File: src/rtl/klock_pkg.sv
// ----------------------------------------------------------------------------
// klock_pkg
// Shared types and constants of the keypad code lock.
// ----------------------------------------------------------------------------
package klock_pkg;

  localparam int          CODE_DIGITS_DEF   = 4;
  localparam logic [7:0]  KEY_NONE          = 8'hFF;
  localparam logic [7:0]  KEY_ZERO          = 8'h30;
  localparam logic [3:0]  TRY_LIMIT_RST     = 4'd3;
  localparam logic [7:0]  LOCKOUT_TICKS_RST = 8'd9;

  localparam int          CFG_IDX_W         = 1;
  localparam logic [CFG_IDX_W-1:0] CFG_TRY_LIMIT     = 1'b0;
  localparam logic [CFG_IDX_W-1:0] CFG_LOCKOUT_TICKS = 1'b1;

  localparam logic        FUNC_KEY          = 1'b0;
  localparam logic        FUNC_TICK         = 1'b1;

  typedef enum logic [2:0] {
    PH_FIRST,
    PH_CONFIRM,
    PH_USE,
    PH_LOCKOUT,
    PH_OPEN
  } phase_t;

  typedef enum logic [2:0] {
    EV_NONE,
    EV_DIGIT,
    EV_MISMATCH,
    EV_STORED,
    EV_WRONG,
    EV_OPENED,
    EV_LOCK,
    EV_RELEASE
  } event_t;

  typedef struct packed {
    event_t      ev;
    logic [3:0]  tries;
    logic [2:0]  digits;
    logic        unlocked;
    logic [7:0]  lockout;
  } res_t;

endpackage

File: src/rtl/keypad_code_lock_unit.sv
// ----------------------------------------------------------------------------
// keypad_code_lock_unit
// Keypad combination lock with set-up, confirm, tries and timed lockout.
// ----------------------------------------------------------------------------
// One item is taken per clock cycle while the output buffer is not full,
// and its result is ready in that buffer on the next cycle. Phase and
// counters update in the cycle of the transfer; the entered and the stored
// code digits live in two small RAMs that are always read ahead at the next
// digit position, so each key is compared against data already registered.
// The buffer holds two results, so input keeps flowing while the output
// stalls until it is full. The digit stores need no clearing pass after reset.
module keypad_code_lock_unit
  import klock_pkg::*;
#(
  parameter int CODE_DIGITS = CODE_DIGITS_DEF
) (
  input  logic                 clk,
  input  logic                 rst,
  input  logic                 in_valid,
  output logic                 in_ready,
  input  logic                 func,
  input  logic [7:0]           key_code,
  output logic                 out_valid,
  input  logic                 out_ready,
  output logic [2:0]           event_res,
  output logic [3:0]           tries_left,
  output logic [2:0]           digits_entered,
  output logic                 unlocked,
  output logic [7:0]           lockout_left,
  input  logic                 cfg_valid,
  output logic                 cfg_ready,
  input  logic [CFG_IDX_W-1:0] cfg_index,
  input  logic [7:0]           cfg_data
);

  localparam int AW = (CODE_DIGITS > 1) ? $clog2(CODE_DIGITS) : 1;

  logic [3:0]    try_limit;
  logic [7:0]    lockout_ticks;
  logic          acc;
  logic          full;
  logic          first_we;
  logic          code_we;
  logic [AW-1:0] waddr;
  logic [AW-1:0] raddr;
  logic [7:0]    first_q;
  logic [7:0]    code_q;
  res_t          res;
  res_t          dout;

  assign cfg_ready = !rst;
  assign in_ready  = !rst && !full;
  assign acc       = in_valid && in_ready;

  always_ff @(posedge clk) begin
    if (rst) begin
      try_limit     <= TRY_LIMIT_RST;
      lockout_ticks <= LOCKOUT_TICKS_RST;
    end else if (cfg_valid && cfg_ready) begin
      case (cfg_index)
        CFG_TRY_LIMIT:     try_limit     <= cfg_data[3:0];
        CFG_LOCKOUT_TICKS: lockout_ticks <= cfg_data;
        default:           try_limit     <= try_limit;
      endcase
    end
  end

  klock_ctrl #(
    .CODE_DIGITS (CODE_DIGITS),
    .AW          (AW)
  ) u_ctrl (
    .clk           (clk),
    .rst           (rst),
    .acc           (acc),
    .func          (func),
    .key_code      (key_code),
    .try_limit     (try_limit),
    .lockout_ticks (lockout_ticks),
    .first_q       (first_q),
    .code_q        (code_q),
    .first_we      (first_we),
    .code_we       (code_we),
    .waddr         (waddr),
    .raddr         (raddr),
    .res           (res)
  );

  // first entry of set-up
  klock_mem #(
    .DEPTH (CODE_DIGITS),
    .WIDTH (8),
    .AW    (AW)
  ) u_first_mem (
    .clk   (clk),
    .we    (first_we),
    .waddr (waddr),
    .wdata (key_code),
    .raddr (raddr),
    .rdata (first_q)
  );

  // confirm digits, the stored code once confirm passes
  klock_mem #(
    .DEPTH (CODE_DIGITS),
    .WIDTH (8),
    .AW    (AW)
  ) u_code_mem (
    .clk   (clk),
    .we    (code_we),
    .waddr (waddr),
    .wdata (key_code),
    .raddr (raddr),
    .rdata (code_q)
  );

  klock_obuf u_obuf (
    .clk       (clk),
    .rst       (rst),
    .push      (acc),
    .din       (res),
    .full      (full),
    .out_valid (out_valid),
    .out_ready (out_ready),
    .dout      (dout)
  );

  assign event_res      = dout.ev;
  assign tries_left     = dout.tries;
  assign digits_entered = dout.digits;
  assign unlocked       = dout.unlocked;
  assign lockout_left   = dout.lockout;

endmodule

File: src/rtl/klock_mem.sv
// ----------------------------------------------------------------------------
// klock_mem
// Digit store: one write port, one registered read port, new data on a
// read of the entry being written.
// ----------------------------------------------------------------------------
module klock_mem #(
  parameter int DEPTH = 4,
  parameter int WIDTH = 8,
  parameter int AW    = (DEPTH > 1) ? $clog2(DEPTH) : 1
) (
  input  logic             clk,
  input  logic             we,
  input  logic [AW-1:0]    waddr,
  input  logic [WIDTH-1:0] wdata,
  input  logic [AW-1:0]    raddr,
  output logic [WIDTH-1:0] rdata
);

  logic [WIDTH-1:0] mem [DEPTH];

  always_ff @(posedge clk) begin
    if (we) begin
      mem[waddr] <= wdata;
    end
  end

  always_ff @(posedge clk) begin
    if (we && (waddr == raddr)) begin
      rdata <= wdata;
    end else begin
      rdata <= mem[raddr];
    end
  end

endmodule

File: src/rtl/klock_ctrl.sv
// ----------------------------------------------------------------------------
// klock_ctrl
// Lock sequencer: phase, digit position, tries and lockout counters. Digit
// compares use store data prefetched at the current position.
// ----------------------------------------------------------------------------
module klock_ctrl
  import klock_pkg::*;
#(
  parameter int CODE_DIGITS = CODE_DIGITS_DEF,
  parameter int AW          = (CODE_DIGITS > 1) ? $clog2(CODE_DIGITS) : 1
) (
  input  logic          clk,
  input  logic          rst,
  input  logic          acc,
  input  logic          func,
  input  logic [7:0]    key_code,
  input  logic [3:0]    try_limit,
  input  logic [7:0]    lockout_ticks,
  input  logic [7:0]    first_q,
  input  logic [7:0]    code_q,
  output logic          first_we,
  output logic          code_we,
  output logic [AW-1:0] waddr,
  output logic [AW-1:0] raddr,
  output res_t          res
);

  localparam logic [AW-1:0] POS_LAST = AW'(CODE_DIGITS - 1);

  phase_t      phase, phase_next;
  logic [AW-1:0] position, position_next;
  logic [3:0]  tries, tries_next;
  logic [7:0]  lockout, lockout_next;
  logic        mismatch, mismatch_next;
  logic        all_zero, all_zero_next;
  event_t      ev;
  logic        last;
  logic        key_ok;
  logic        mm;
  logic        az;
  logic [AW+2:0] pos_wide;

  always_ff @(posedge clk) begin
    if (rst) begin
      phase    <= PH_FIRST;
      position <= '0;
      tries    <= TRY_LIMIT_RST;
      lockout  <= '0;
      mismatch <= 1'b0;
      all_zero <= 1'b1;
    end else begin
      phase    <= phase_next;
      position <= position_next;
      tries    <= tries_next;
      lockout  <= lockout_next;
      mismatch <= mismatch_next;
      all_zero <= all_zero_next;
    end
  end

  always_comb begin
    phase_next    = phase;
    position_next = position;
    tries_next    = tries;
    lockout_next  = lockout;
    mismatch_next = mismatch;
    all_zero_next = all_zero;
    ev            = EV_NONE;
    first_we      = 1'b0;
    code_we       = 1'b0;
    last          = (position == POS_LAST);
    key_ok        = acc && (func == FUNC_KEY) && (key_code != KEY_NONE);
    mm            = 1'b0;
    az            = 1'b0;

    if (acc && (func == FUNC_TICK)) begin
      if (phase == PH_LOCKOUT) begin
        if (lockout <= 8'd1) begin
          lockout_next  = '0;
          tries_next    = try_limit;
          phase_next    = PH_USE;
          position_next = '0;
          mismatch_next = 1'b0;
          all_zero_next = 1'b1;
          ev            = EV_RELEASE;
        end else begin
          lockout_next = lockout - 8'd1;
        end
      end
    end else if (key_ok) begin
      case (phase)
        PH_FIRST: begin
          first_we = 1'b1;
          ev       = EV_DIGIT;
          if (!last) begin
            position_next = position + AW'(1);
          end else begin
            phase_next    = PH_CONFIRM;
            position_next = '0;
            mismatch_next = 1'b0;
            all_zero_next = 1'b1;
          end
        end
        PH_CONFIRM: begin
          code_we = 1'b1;
          mm      = mismatch || (key_code != first_q);
          if (!last) begin
            position_next = position + AW'(1);
            mismatch_next = mm;
            ev            = EV_DIGIT;
          end else begin
            position_next = '0;
            mismatch_next = 1'b0;
            all_zero_next = 1'b1;
            if (mm) begin
              phase_next = PH_FIRST;
              ev         = EV_MISMATCH;
            end else begin
              phase_next = PH_USE;
              ev         = EV_STORED;
            end
          end
        end
        PH_USE: begin
          mm = mismatch || (key_code != code_q);
          az = all_zero && (key_code == KEY_ZERO);
          if (!last) begin
            position_next = position + AW'(1);
            mismatch_next = mm;
            all_zero_next = az;
            ev            = EV_DIGIT;
          end else begin
            position_next = '0;
            mismatch_next = 1'b0;
            all_zero_next = 1'b1;
            if (az) begin
              phase_next = PH_FIRST;
              ev         = EV_RELEASE;
            end else if (mm) begin
              if (tries <= 4'd1) begin
                tries_next   = '0;
                lockout_next = lockout_ticks;
                phase_next   = PH_LOCKOUT;
                ev           = EV_LOCK;
              end else begin
                tries_next = tries - 4'd1;
                ev         = EV_WRONG;
              end
            end else begin
              phase_next = PH_OPEN;
              ev         = EV_OPENED;
            end
          end
        end
        default: begin
          ev = EV_NONE;
        end
      endcase
    end
  end

  // prefetch the entry of the next digit position
  assign waddr    = position;
  assign raddr    = position_next;
  assign pos_wide = {3'b000, position_next};

  assign res.ev       = ev;
  assign res.tries    = tries_next;
  assign res.digits   = pos_wide[2:0];
  assign res.unlocked = (phase_next == PH_OPEN);
  assign res.lockout  = lockout_next;

endmodule

File: src/rtl/klock_obuf.sv
// ----------------------------------------------------------------------------
// klock_obuf
// Two-entry result buffer between the sequencer and the output channel.
// ----------------------------------------------------------------------------
module klock_obuf
  import klock_pkg::*;
(
  input  logic clk,
  input  logic rst,
  input  logic push,
  input  res_t din,
  output logic full,
  output logic out_valid,
  input  logic out_ready,
  output res_t dout
);

  logic [1:0] cnt;
  res_t       slot0;
  res_t       slot1;
  logic       pop;

  assign pop       = out_valid && out_ready;
  assign out_valid = (cnt != 2'd0);
  assign full      = (cnt == 2'd2);
  assign dout      = slot0;

  always_ff @(posedge clk) begin
    if (rst) begin
      cnt <= 2'd0;
    end else begin
      case ({push, pop})
        2'b10:   cnt <= cnt + 2'd1;
        2'b01:   cnt <= cnt - 2'd1;
        default: cnt <= cnt;
      endcase
    end
  end

  always_ff @(posedge clk) begin
    if (pop) begin
      if (cnt == 2'd2) begin
        slot0 <= slot1;
      end else if (push) begin
        slot0 <= din;
      end
    end else if (push) begin
      if (cnt == 2'd0) begin
        slot0 <= din;
      end else begin
        slot1 <= din;
      end
    end
  end

endmodule
File: config.mk
export PLATFORM = sky130hd
export DESIGN_NAME = keypad_code_lock_unit
export DESIGN_NICKNAME = d
export VERILOG_FILES = /design/src/rtl/klock_pkg.sv /design/src/rtl/keypad_code_lock_unit.sv /design/src/rtl/klock_mem.sv /design/src/rtl/klock_ctrl.sv /design/src/rtl/klock_obuf.sv
export SDC_FILE = /design/constraint.sdc
export NUM_CORES = 1
export LEC_CHECK = 0
export BUFFER_PORTS_ARGS = -buffer_cell sky130_fd_sc_hd__buf_2
export CAP_MARGIN = 25
export CORE_MARGIN = 8
export CORE_UTILIZATION = 52
export DETAILED_ROUTE_END_ITERATION = 10
export PLACE_DENSITY_LB_ADDON = 0.05
export SLEW_MARGIN = 20
export SYNTH_ARGS = -nofsm -noshare
export SYNTH_HDL_FRONTEND = slang
export SYNTH_SLANG_ARGS = --single-unit
File: constraint.sdc
create_clock -name clk -period 6.38 [get_ports clk]
set_input_delay 1.914 -clock clk [delete_from_list [all_inputs] [get_ports clk]]
set_output_delay 1.914 -clock clk [all_outputs]
set_load 0.01 [all_outputs]
==> flow_results.xml <==
<?xml version="1.0" encoding="UTF-8"?>
<metrics>
  <group name="routing">
    <metric name="routed_wire_length_per_instance" unit="µm">17.3</metric>
    <metric name="drt-vias-per-instance" unit="">5.51</metric>
    <metric name="final_antenna_net_count" unit="">0</metric>
    <metric name="initialDrtViolationCount" unit="">366</metric>
    <metric name="wl" unit="µm">13100</metric>
    <metric name="drc_errors" unit="">0</metric>
    <metric name="via_count" unit="">4170</metric>
    <metric name="firstDrtPassIters" unit="">6</metric>
  </group>
  <group name="sta">
    <metric name="setup_violations" unit="">0</metric>
    <metric name="finalWorstPathRequiredPeriod" unit="ns">4.87</metric>
    <metric name="worstMarginPinSlew" unit="ns">0.892</metric>
    <metric name="report.final.hold_viol_count" unit="">0</metric>
    <metric name="timing.final.ws_setup" unit="ns">1.51</metric>
    <metric name="headroom_to_the_max_slew_limit" unit="%">40.5</metric>
    <metric name="clock-skew-final" unit="ns">0.00522</metric>
    <metric name="fin_tns_setup" unit="ns">0</metric>
    <metric name="timing.fmax" unit="GHz">0.205</metric>
    <metric name="grt_setup_unrepaired" unit="">false</metric>
    <metric name="report.final.slew_viol_count" unit="">0</metric>
    <metric name="final_min_period_over_clock_period" unit="%">76.4</metric>
  </group>
  <group name="power_and_ir_drop">
    <metric name="power.ir.vdd_worst" unit="mV">0.266</metric>
    <metric name="powerDensity" unit="mW/mm²">316</metric>
    <metric name="sw_share" unit="%">23.8</metric>
    <metric name="switching_power" unit="mW">0.558</metric>
    <metric name="clock_power_share" unit="%">39.6</metric>
    <metric name="static_leakage" unit="nW">3.04</metric>
    <metric name="internal_power" unit="mW">1.79</metric>
    <metric name="combPwrFrac" unit="%">11.9</metric>
    <metric name="seq_power_share" unit="%">48.5</metric>
  </group>
  <group name="global_routing">
    <metric name="global_route_wire_length_before_repair" unit="µm">21300</metric>
    <metric name="grt_antenna_before_repair" unit="">0</metric>
    <metric name="gr-usage-all-layers" unit="%">17.2</metric>
    <metric name="number_of_global_route_vias_before_repair" unit="">4069</metric>
    <metric name="overflow" unit="">0</metric>
    <metric name="grt_start_max_net_pins" unit="">29</metric>
  </group>
  <group name="yosys">
    <metric name="synthesis.yosys.warnings" unit="">0</metric>
    <metric name="synth_enable_flop_cells" unit="">100</metric>
    <metric name="yosysSeqAreaShare" unit="%">61.4</metric>
    <metric name="yosysUniqueCellTypes" unit="">57</metric>
    <metric name="postSynthAreaPerCell" unit="µm²">12.3</metric>
    <metric name="synth-async-reset-ratio" unit="%">0</metric>
    <metric name="ys_dominant_reg_cell" unit="">edfxtp_1</metric>
    <metric name="synth_cells" unit="">526</metric>
    <metric name="synth.ff_latch_count" unit="">149</metric>
    <metric name="mappedNetlistNets" unit="">558</metric>
    <metric name="mappedNetlistArea" unit="mm²">0.00648</metric>
  </group>
  <group name="worst_setup_path">
    <metric name="cp_data_arrival_time" unit="ns">2.96</metric>
    <metric name="worstPathRequired" unit="ns">4.47</metric>
    <metric name="timing.critical_path.to_type" unit="">output port</metric>
    <metric name="class_of_the_most_critical_setup_path" unit="">input port to output port</metric>
    <metric name="crit_path_start_kind" unit="">input port</metric>
    <metric name="worst-path-max-fanout" unit="">28</metric>
  </group>
  <group name="placed_design">
    <metric name="hpwl" unit="µm">9050</metric>
    <metric name="port-buffer-count" unit="">43</metric>
    <metric name="globalplace.congestion" unit="">0.854</metric>
    <metric name="dp_area" unit="mm²">0.00686</metric>
    <metric name="dpl_worst_slack" unit="ns">1.50</metric>
  </group>
  <group name="clocking">
    <metric name="cts.repair_timing.setup_buffer_count" unit="">0</metric>
    <metric name="tritoncts_buffers" unit="">17</metric>
    <metric name="buffer_levels_on_the_longest_clock_path" unit="">2</metric>
    <metric name="clkSlewWorstSetupHoldPaths" unit="ns">0.06</metric>
    <metric name="cts_root_buffer" unit="">clkbuf_16</metric>
    <metric name="post_cts_resized" unit="">0</metric>
    <metric name="ctsHoldBuffers" unit="">0</metric>
    <metric name="h_tree_lvls" unit="">4</metric>
    <metric name="clock_sink_count" unit="">149</metric>
    <metric name="clkLatencyLatePin" unit="ns">0.42</metric>
    <metric name="cts_tree" unit="">yes</metric>
  </group>
  <group name="layout">
    <metric name="area_growth" unit="%">14.2</metric>
    <metric name="layout_cell_share_with_drive_strength_beyond_1" unit="%">15.6</metric>
    <metric name="number_of_antenna_repair_diodes" unit="">0</metric>
    <metric name="finish.net_count" unit="">608</metric>
    <metric name="num-fill-cells" unit="">956</metric>
    <metric name="multiInputGateArea" unit="mm²">0.00230</metric>
    <metric name="postLayoutCellArea" unit="mm²">0.00741</metric>
    <metric name="ff_latch_area" unit="mm²">0.00398</metric>
  </group>
  <group name="floorplan">
    <metric name="row_count" unit="">40</metric>
    <metric name="core_area" unit="mm²">0.0121</metric>
    <metric name="die-area" unit="mm²">0.0163</metric>
    <metric name="ioPinCount" unit="">45</metric>
    <metric name="floorplan.die.height" unit="µm">128</metric>
    <metric name="die_width" unit="µm">128</metric>
    <metric name="effective_utilization_at_floorplan" unit="%">53.5</metric>
  </group>
  <group name="job">
    <metric name="maxCapViolations" unit="">0</metric>
  </group>
  <group name="status">
    <metric name="status" unit="">finished, final reports clean</metric>
  </group>
  <group name="min_path">
    <metric name="worst_hold_path_type" unit="">flop to flop</metric>
  </group>
</metrics>
## path summary, 6_finish.rpt
kind | depth (start not counted) | slack [ns] | endpoint | startpoint
setup / recovery | 3 | 1.51 | cfg_ready | rst
hold / removal | 2 | 0.46 | lockout_ticks[7]$_SDFFE_PP0P_ | lockout_ticks[7]$_SDFFE_PP0P_
setup reg to reg | 7 | 2.98 | u_first_mem.rdata[1]$_DFF_P_ | u_ctrl.phase[1]$_SDFF_PP0_
hold reg to reg | 2 | 0.46 | lockout_ticks[7]$_SDFFE_PP0P_ | lockout_ticks[7]$_SDFFE_PP0P_
## stage by stage
stage / power (mW) / hold WS, ns / cells / utilization [%]
floorplan: 1.34 / 0.436 / 526 / -
global placement: 1.42 / 0.449 / 723 / 56.4
detailed placement: 1.44 / 0.455 / 725 / 56.6
CTS: 2.37 / 0.463 / 757 / 61.2
global route: 2.44 / 0.476 / 757 / 61.2
finish: 2.34 / 0.456 / 757 / 61.2
## cell usage in the layout (no fill, tap or decap), types with 6 or more instances in the layout
| cell type | Yosys | routed |
|---|---|---|
| a211oi_1 | 7 | 7 |
| a21oi_1 | 24 | 23 |
| a31oi_1 | 8 | 8 |
| and2_1 | 10 | 10 |
| and3_1 | 6 | 6 |
| buf_2 | 0 | 43 |
| buf_4 | 2 | 6 |
| clkbuf_16 | 0 | 17 |
| dfxtp_1 | 49 | 49 |
| edfxtp_1 | 100 | 100 |
| ha_1 | 9 | 9 |
| inv_1 | 22 | 22 |
| mux2_2 | 6 | 6 |
| mux2i_1 | 56 | 56 |
| nand2_1 | 44 | 44 |
| nand2b_1 | 8 | 8 |
| nand3_1 | 17 | 17 |
| nor2_1 | 38 | 38 |
| nor3_1 | 11 | 11 |
| o21ai_0 | 10 | 10 |
| xnor2_1 | 13 | 13 |
| xor2_1 | 9 | 9 |
## cells in the mapped netlist (4+ instances only)
| master | n | area share [%] |
|---|---|---|
| o21ai_0 | 10 | 0.77 |
| edfxtp_1 | 100 | 46 |
| nor2b_1 | 5 | 0.48 |
| and2_1 | 10 | 0.96 |
| nor4_1 | 6 | 0.58 |
| and3_1 | 6 | 0.58 |
| dfxtp_1 | 49 | 15 |
| o22ai_1 | 4 | 0.39 |
| nand3_1 | 17 | 1.3 |
| a21oi_1 | 24 | 1.9 |
| clkbuf_1 | 11 | 0.64 |
| nor2_1 | 38 | 2.2 |
| xnor2_1 | 13 | 1.8 |
| a211oi_1 | 7 | 0.81 |
| nand2_1 | 44 | 2.5 |
| nor3_1 | 11 | 0.85 |
| mux2i_1 | 56 | 8.6 |
| inv_1 | 22 | 1.3 |
| xor2_1 | 9 | 1.2 |
| mux2_2 | 6 | 1.0 |
| a31oi_1 | 8 | 0.77 |
| or3_1 | 4 | 0.39 |
| nand2b_1 | 8 | 0.77 |
| ha_1 | 9 | 1.7 |
## power by group through the flow
stage / Clock, mW / Sequential (mW) / Combinational [mW]
2_1_floorplan: 0 / 1.17 / 0.176
3_3_place_gp: 0 / 1.15 / 0.269
3_5_place_dp: 0 / 1.16 / 0.283
4_1_cts: 0.945 / 1.14 / 0.285
5_1_grt: 0.989 / 1.14 / 0.312
6_report: 0.928 / 1.14 / 0.279
## layer usage
layer | vias up | global-route usage (%) | share of wire (%)
met5 | - | 0 | 0
met4 | 0 | 7.62 | 1.7
met3 | 22 | 4.95 | 5.7
met2 | 109 | 24.7 | 44
met1 | 2009 | 23.6 | 49
li1 | 2030 | - | -
## area by class of cell
| cell class | instances | share of cell area, % |
|---|---|---|
| flip-flops and latches | 149 | 53.8 |
| multi-input cells | 335 | 31.1 |
| inverters | 23 | 1.17 |
| well taps | 168 | 2.84 |
| clock inverters | 12 | 1.52 |
| repair buffers | 50 | 3.72 |
| clock buffers | 20 | 5.89 |
## state kept, by name, indices dropped and copies added (netlist names)
signal	cells
u_code_mem.mem	32
u_first_mem.mem	32
u_ctrl.tries	4
lockout_ticks	8
u_ctrl.waddr	2
u_ctrl.mismatch	1
u_ctrl.lockout	8
u_obuf.dout	18
u_first_mem.rdata	8
try_limit	4
u_ctrl.all_zero	1
u_code_mem.rdata	8
u_ctrl.phase	3
u_obuf.cnt	2
u_obuf.slot1	18
## kinds of logic after synthesis
| logic type | after synthesis | share of synthesized area [%] |
|---|---|---|
| AND/OR/NAND/NOR | 169 | 13.5 |
| flip-flops | 149 | 61.4 |
| AO/OA/AOI/OAI | 72 | 7.12 |
| multiplexers | 62 | 9.69 |
| buffers and inverters | 42 | 3.51 |
| XOR/XNOR | 22 | 2.97 |
| adder cells (fa/ha/maj) | 9 | 1.74 |
| other | 1 | 0.0578 |
## worst max-delay path, cell delays in order
cell      delay, ns
buf_2          0.44
clkinv_1       0.37
buf_2          0.23
Power figures use the tool's default switching activity.
